===== src/sv/mvm_pkg.sv =====
// ----------------------------------------------------------------------------
// mvm_pkg
// Shared types and constants of the matrix-vector multiply unit.
// ----------------------------------------------------------------------------
package mvm_pkg;

  localparam int unsigned MAX_COLUMNS_DEF = 1024;
  localparam int unsigned DATA_BITS_DEF   = 16;

  localparam int unsigned ACC_W      = 48;
  localparam int unsigned ROW_W      = 16;
  localparam int unsigned CCOUNT_W   = 11;
  localparam int unsigned CFG_DATA_W = 16;
  localparam int unsigned CFG_ADDR_W = 1;
  localparam int unsigned OUT_W      = ACC_W + ROW_W;

  localparam logic [CFG_ADDR_W-1:0] CFG_COLUMN_COUNT = 1'b0;
  localparam logic [CFG_ADDR_W-1:0] CFG_ROW_COUNT    = 1'b1;

  localparam logic [CCOUNT_W-1:0] COLUMN_COUNT_RST = 11'd1024;
  localparam logic [ROW_W-1:0]    ROW_COUNT_RST    = 16'd1024;

  localparam logic MODE_VECTOR = 1'b0;
  localparam logic MODE_MATRIX = 1'b1;

  typedef enum logic [2:0] {
    ST_IDLE = 3'b001,
    ST_MUL  = 3'b010,
    ST_ACC  = 3'b100
  } state_e;

  typedef struct packed {
    logic vec_load;
    logic mat_start;
    logic mul;
    logic acc;
  } ctrl_cmd_t;

  typedef struct packed {
    logic row_end;
    logic out_busy;
  } dp_status_t;

endpackage


===== src/sv/mvm_ctrl.sv =====
// ----------------------------------------------------------------------------
// mvm_ctrl
// Sequencer for one beat at a time: accept, multiply, accumulate.
// ----------------------------------------------------------------------------
module mvm_ctrl (
  input  logic                   clk_i,
  input  logic                   rst_ni,
  input  logic                   in_valid_i,
  input  logic                   in_mode_i,
  output logic                   in_ready_o,
  input  mvm_pkg::dp_status_t    status_i,
  output mvm_pkg::ctrl_cmd_t     cmd_o
);

  mvm_pkg::state_e state_q, state_d;
  logic            accept;

  assign in_ready_o = (state_q == mvm_pkg::ST_IDLE);
  assign accept     = in_valid_i && in_ready_o;

  always_comb begin
    state_d           = state_q;
    cmd_o             = '0;
    cmd_o.vec_load    = accept && (in_mode_i == mvm_pkg::MODE_VECTOR);
    cmd_o.mat_start   = accept && (in_mode_i == mvm_pkg::MODE_MATRIX);
    case (state_q)
      mvm_pkg::ST_IDLE: begin
        if (cmd_o.mat_start) begin
          state_d = mvm_pkg::ST_MUL;
        end
      end
      mvm_pkg::ST_MUL: begin
        cmd_o.mul = 1'b1;
        state_d   = mvm_pkg::ST_ACC;
      end
      mvm_pkg::ST_ACC: begin
        if (!(status_i.row_end && status_i.out_busy)) begin
          cmd_o.acc = 1'b1;
          state_d   = mvm_pkg::ST_IDLE;
        end
      end
      default: begin
        state_d = mvm_pkg::ST_IDLE;
      end
    endcase
  end

  always_ff @(posedge clk_i or negedge rst_ni) begin
    if (!rst_ni) begin
      state_q <= mvm_pkg::ST_IDLE;
    end else begin
      state_q <= state_d;
    end
  end

endmodule


===== config.mk =====
export PLATFORM = sky130hd
export DESIGN_NAME = mvm_ctrl
export DESIGN_NICKNAME = d
export VERILOG_FILES = /design/src/sv/mvm_pkg.sv /design/src/sv/mvm_ctrl.sv
export SDC_FILE = /design/constraint.sdc
export NUM_CORES = 1
export LEC_CHECK = 0
export ABC_AREA = 1
export ABC_CLOCK_PERIOD_IN_PS = 1700
export BUFFER_PORTS_ARGS = -buffer_cell sky130_fd_sc_hd__buf_2
export CORE_AREA = 2 2 39 41
export CTS_BUF_LIST = sky130_fd_sc_hd__clkbuf_16
export DETAILED_ROUTE_END_ITERATION = 6
export DIE_AREA = 0 0 41 43
export PLACE_DENSITY = 0.4
export SYNTH_ARGS = -nofsm -noshare
export SYNTH_HDL_FRONTEND = slang
export SYNTH_SLANG_ARGS = --single-unit

===== constraint.sdc =====
create_clock -name clk_i -period 1.7 [get_ports clk_i]
set_input_delay 0.085 -clock clk_i [delete_from_list [all_inputs] [get_ports clk_i]]
set_output_delay 0.085 -clock clk_i [all_outputs]
set_load 0.02 [all_outputs]

## Word level (Yosys, flattened, before mapping)

Cells that the tools add are included.

- Register bits: 3
- Bits of input ports: 6
- Output and inout bits: 5
- Logic and storage cells: 18

- Equal/unequal tests: 5
- Mux-type cells: 6
- Bitwise gates (word level): 1
- Reduce and logical (&&, ||, !) cells: 5

Operators with widths:

| kind | count |
|---|---|
| one-hot mux 3 bit (3 select lines) | 1 |
| two-way mux 3 bit | 2 |
| logical AND 1 bit | 4 |
| equality test 3 x 1 -> 1 bit, second input constant | 1 |
| equality test 3 x 2 -> 1 bit, second input constant | 1 |
| equality test 3 bit, second input constant | 1 |
| two-way mux 1 bit | 3 |
| != test 2 x 1 -> 1 bit, second input constant | 1 |
| != test 2 bit, second input constant | 1 |
| AND reduction 2 bit | 1 |
| NOT 1 bit | 1 |

## Longest topological paths before layout

- Word-level depth: 5
- Mapped depth: 5
- Mapped depth without buffers: 5

## Least setup slack after synthesis

No wires, ideal clock.

- Path type: register to output
- Start: register state_q[0]
- End: output cmd_o[2] (netlist name)
- Data arrival time: 1343 ps
- Required time: 1615 ps
- Path slack: 272 ps
- Stages on the path, launching flop included: 5
- Buffers on the path: 0
- Path through: dfstp_2 inv_1 nor3_2 nand2_2 nor2_1

RTL lines:

| element | line | source |
|---|---|---|
| start: declaration | mvm_ctrl.sv:15 | `mvm_pkg::state_e state_q, state_d;` |
| start signal: assignment | mvm_ctrl.sv:50 | `state_q <= mvm_pkg::ST_IDLE;` |
| start signal: assignment | mvm_ctrl.sv:52 | `state_q <= state_d;` |
| end: declaration | mvm_ctrl.sv:12 | `output mvm_pkg::ctrl_cmd_t cmd_o` |

==> results.json <==
{
  "grtUsageMet1_pct": 7.07,
  "drt_first_pass_iters": 3,
  "grt.overflow.total": 0,
  "rsz0062_at_grt": "false",
  "root_buffer": "clkbuf_16",
  "ys_seq_area_share_pct": 41.8,
  "slew_headroom_pct": 83.9,
  "synth-seq-cells": 3,
  "reg_top3": "state_q (3)",
  "synth_area_per_cell_um2": 7.03,
  "die_w_um": 41,
  "worstHoldPathType": "input port to flip-flop",
  "syn_area_um2": 183,
  "crit_path_end_kind": "output pin",
  "tightest_slew_ns": 0.240,
  "syn_inst": 26,
  "cts_sinks": 3,
  "power_density_nw_per_um2": 1900,
  "outcome": "complete, no violations",
  "grt.busiest_layer": "met2",
  "grt_max_degree": 6,
  "drive_above_1_share_pct": 40.0,
  "htree_levels": 1,
  "finalPower_mw": 0.636,
  "dr_total_vias": 196,
  "layout_common_cells": "10 x buf_2, 7 x inv_1, 5 x nor2_1, 4 x nand2_1",
  "hpwl_um": 316,
  "die_area_um2": 1760,
  "clk_latency_ns": 0.22,
  "setup_violations": 0,
  "final_common_cell": "buf_2",
  "critPathMaxFanout": 3,
  "finalCritPeriodShare_pct": 84.9,
  "finalMaxSlewViolations": 0,
  "track_usage_pct": 6.53,
  "critPathLaunchType": "flip-flop",
  "yosys_warnings": 0,
  "final_antenna_net_count": 0,
  "finalSetupTns_ns": 0,
  "totalWireLength_um": 423,
  "required_ns": 1.62,
  "leakage_nw": 0.204,
  "use_met3_pct": 4.71,
  "layout_min_cycle_time_ns": 1.44,
  "hold_viol_final": 0,
  "post-cts-setup-buffer-count": 0,
  "wire_per_inst_um": 7.55,
  "finClkSkew_ns": 0.000653,
  "antenna_found_initial": 0,
  "grt_use_met2_pct": 8.75,
  "clkSlewWorstSetupHoldPaths_ns": 0.03,
  "yosys.cell_types.count": 11,
  "fmax_ghz": 0.693,
  "dr.first_iter.drc_count": 4,
  "start_util_pct": 13.2,
  "numCtsBuffers": 3,
  "fillers": 159,
  "drc": 0,
  "fp.coreArea_um2": 1380,
  "detail_route.vias_per_cell": 3.50,
  "ir_drop_v": 0.000596,
  "num_antenna_cells": 0,
  "maxCapViolations": 0,
  "multi_input_area_um2": 76.3,
  "grt_pass1_wl_um": 738,
  "pin_count": 11,
  "syn_to_final_growth_pct": 82.9,
  "finalNetCount": 47,
  "io_buffers": 10,
  "clock_path_buffers": 2,
  "path_class": "flip-flop to output pin",
  "cts_tree": "built",
  "num_rows": 14,
  "largest_reg_flops": 3,
  "place_congestion": 0.653,
  "grt_pass1_vias": 196,
  "crit_arrival_ns": 1.36,
  "final-seq-area_um2": 76.3,
  "regMostFlops": "state_q",
  "die_y_um": 43,
  "synth_nets": 32
}
-- layout make-up --
type	count	share of cell area, %
sequential	3	22.8
multi-input combinational	16	22.8
clock buffer	3	22.5
timing repair buffer	11	18.0
inverter	6	6.74
tap	16	5.99
clock inverter	1	1.12
-- per-stage QoR --
stage	hold slack (ns)	instances	setup WS, ns	util [%]	area (um^2)
6_report	0.125	56	0.257	24.1	334
5_1_grt	0.154	56	0.137	24.1	334
4_1_cts	0.125	56	0.230	24.1	334
3_5_place_dp	-0.114	51	0.480	17.7	245
3_3_place_gp	-0.115	51	0.477	17.7	245
2_1_floorplan	-0.211	26	0.272	-	183
-- cell usage after synthesis --
library cell,instances,area [um^2]
nor2_1,5,18.8
nand3_1,3,15.0
nand2_2,1,6.26
nand2_1,4,15.0
buf_4,1,7.51
o21ai_1,1,5.00
dfstp_2,1,26.3
nor3_2,1,10.0
inv_1,6,22.5
nor4_1,1,6.26
dfrtp_1,2,50.1
-- final timing paths --
kind | from | end | slack, ns | depth (start not counted)
max reg2reg | state_q[0] | state_q[0] | 0.65 | 4
min | in_valid_i | state_q[1] | 0.13 | 3
min in group asynchronous | rst_ni | state_q[2] | 0.20 | 2
max in group asynchronous | rst_ni | state_q[0] | 1.31 | 2
min reg2reg | state_q[2] | state_q[1] | 0.60 | 3
max | state_q[0] | cmd_o[2] | 0.26 | 5
-- where the power goes --
part / switching [mW] / internal, mW / total (mW)
Clock: 0.0608 / 0.303 / 0.364
Combinational: 0.100 / 0.0561 / 0.156
Sequential: 0.0176 / 0.0986 / 0.116
-- repair_timing --
action | 4_1_cts | 5_1_grt
hold endpoints to repair | 3 | 0
hold buffers | 1 | 0
resized for setup | 0 | 0
-- kinds of logic (layout without fill, tap and decap cells) --
family          Yosys count  in the layout  share of synthesized area [%]
compound gates            1              1                           2.74
buf+inv                   7             21                           16.4
flops                     3              3                           41.8
simple gates             15             15                           39.0
-- metal layers --
| layer | wire (um) | vias to the layer above |
|---|---|---|
| li1 | - | 105 |
| met1 | 175 | 81 |
| met2 | 193 | 10 |
| met3 | 54 | 0 |
| met4 | 0 | 0 |
| met5 | 0 | - |
-- critical path, stage by stage, from the launching register on --
cell	delay, ns
dfstp_2	0.53
inv_1	0.07
nor3_2	0.20
nand2_2	0.09
nor2_1	0.09
buf_2	0.16
Note: power is estimated with default switching activity, not from simulation.
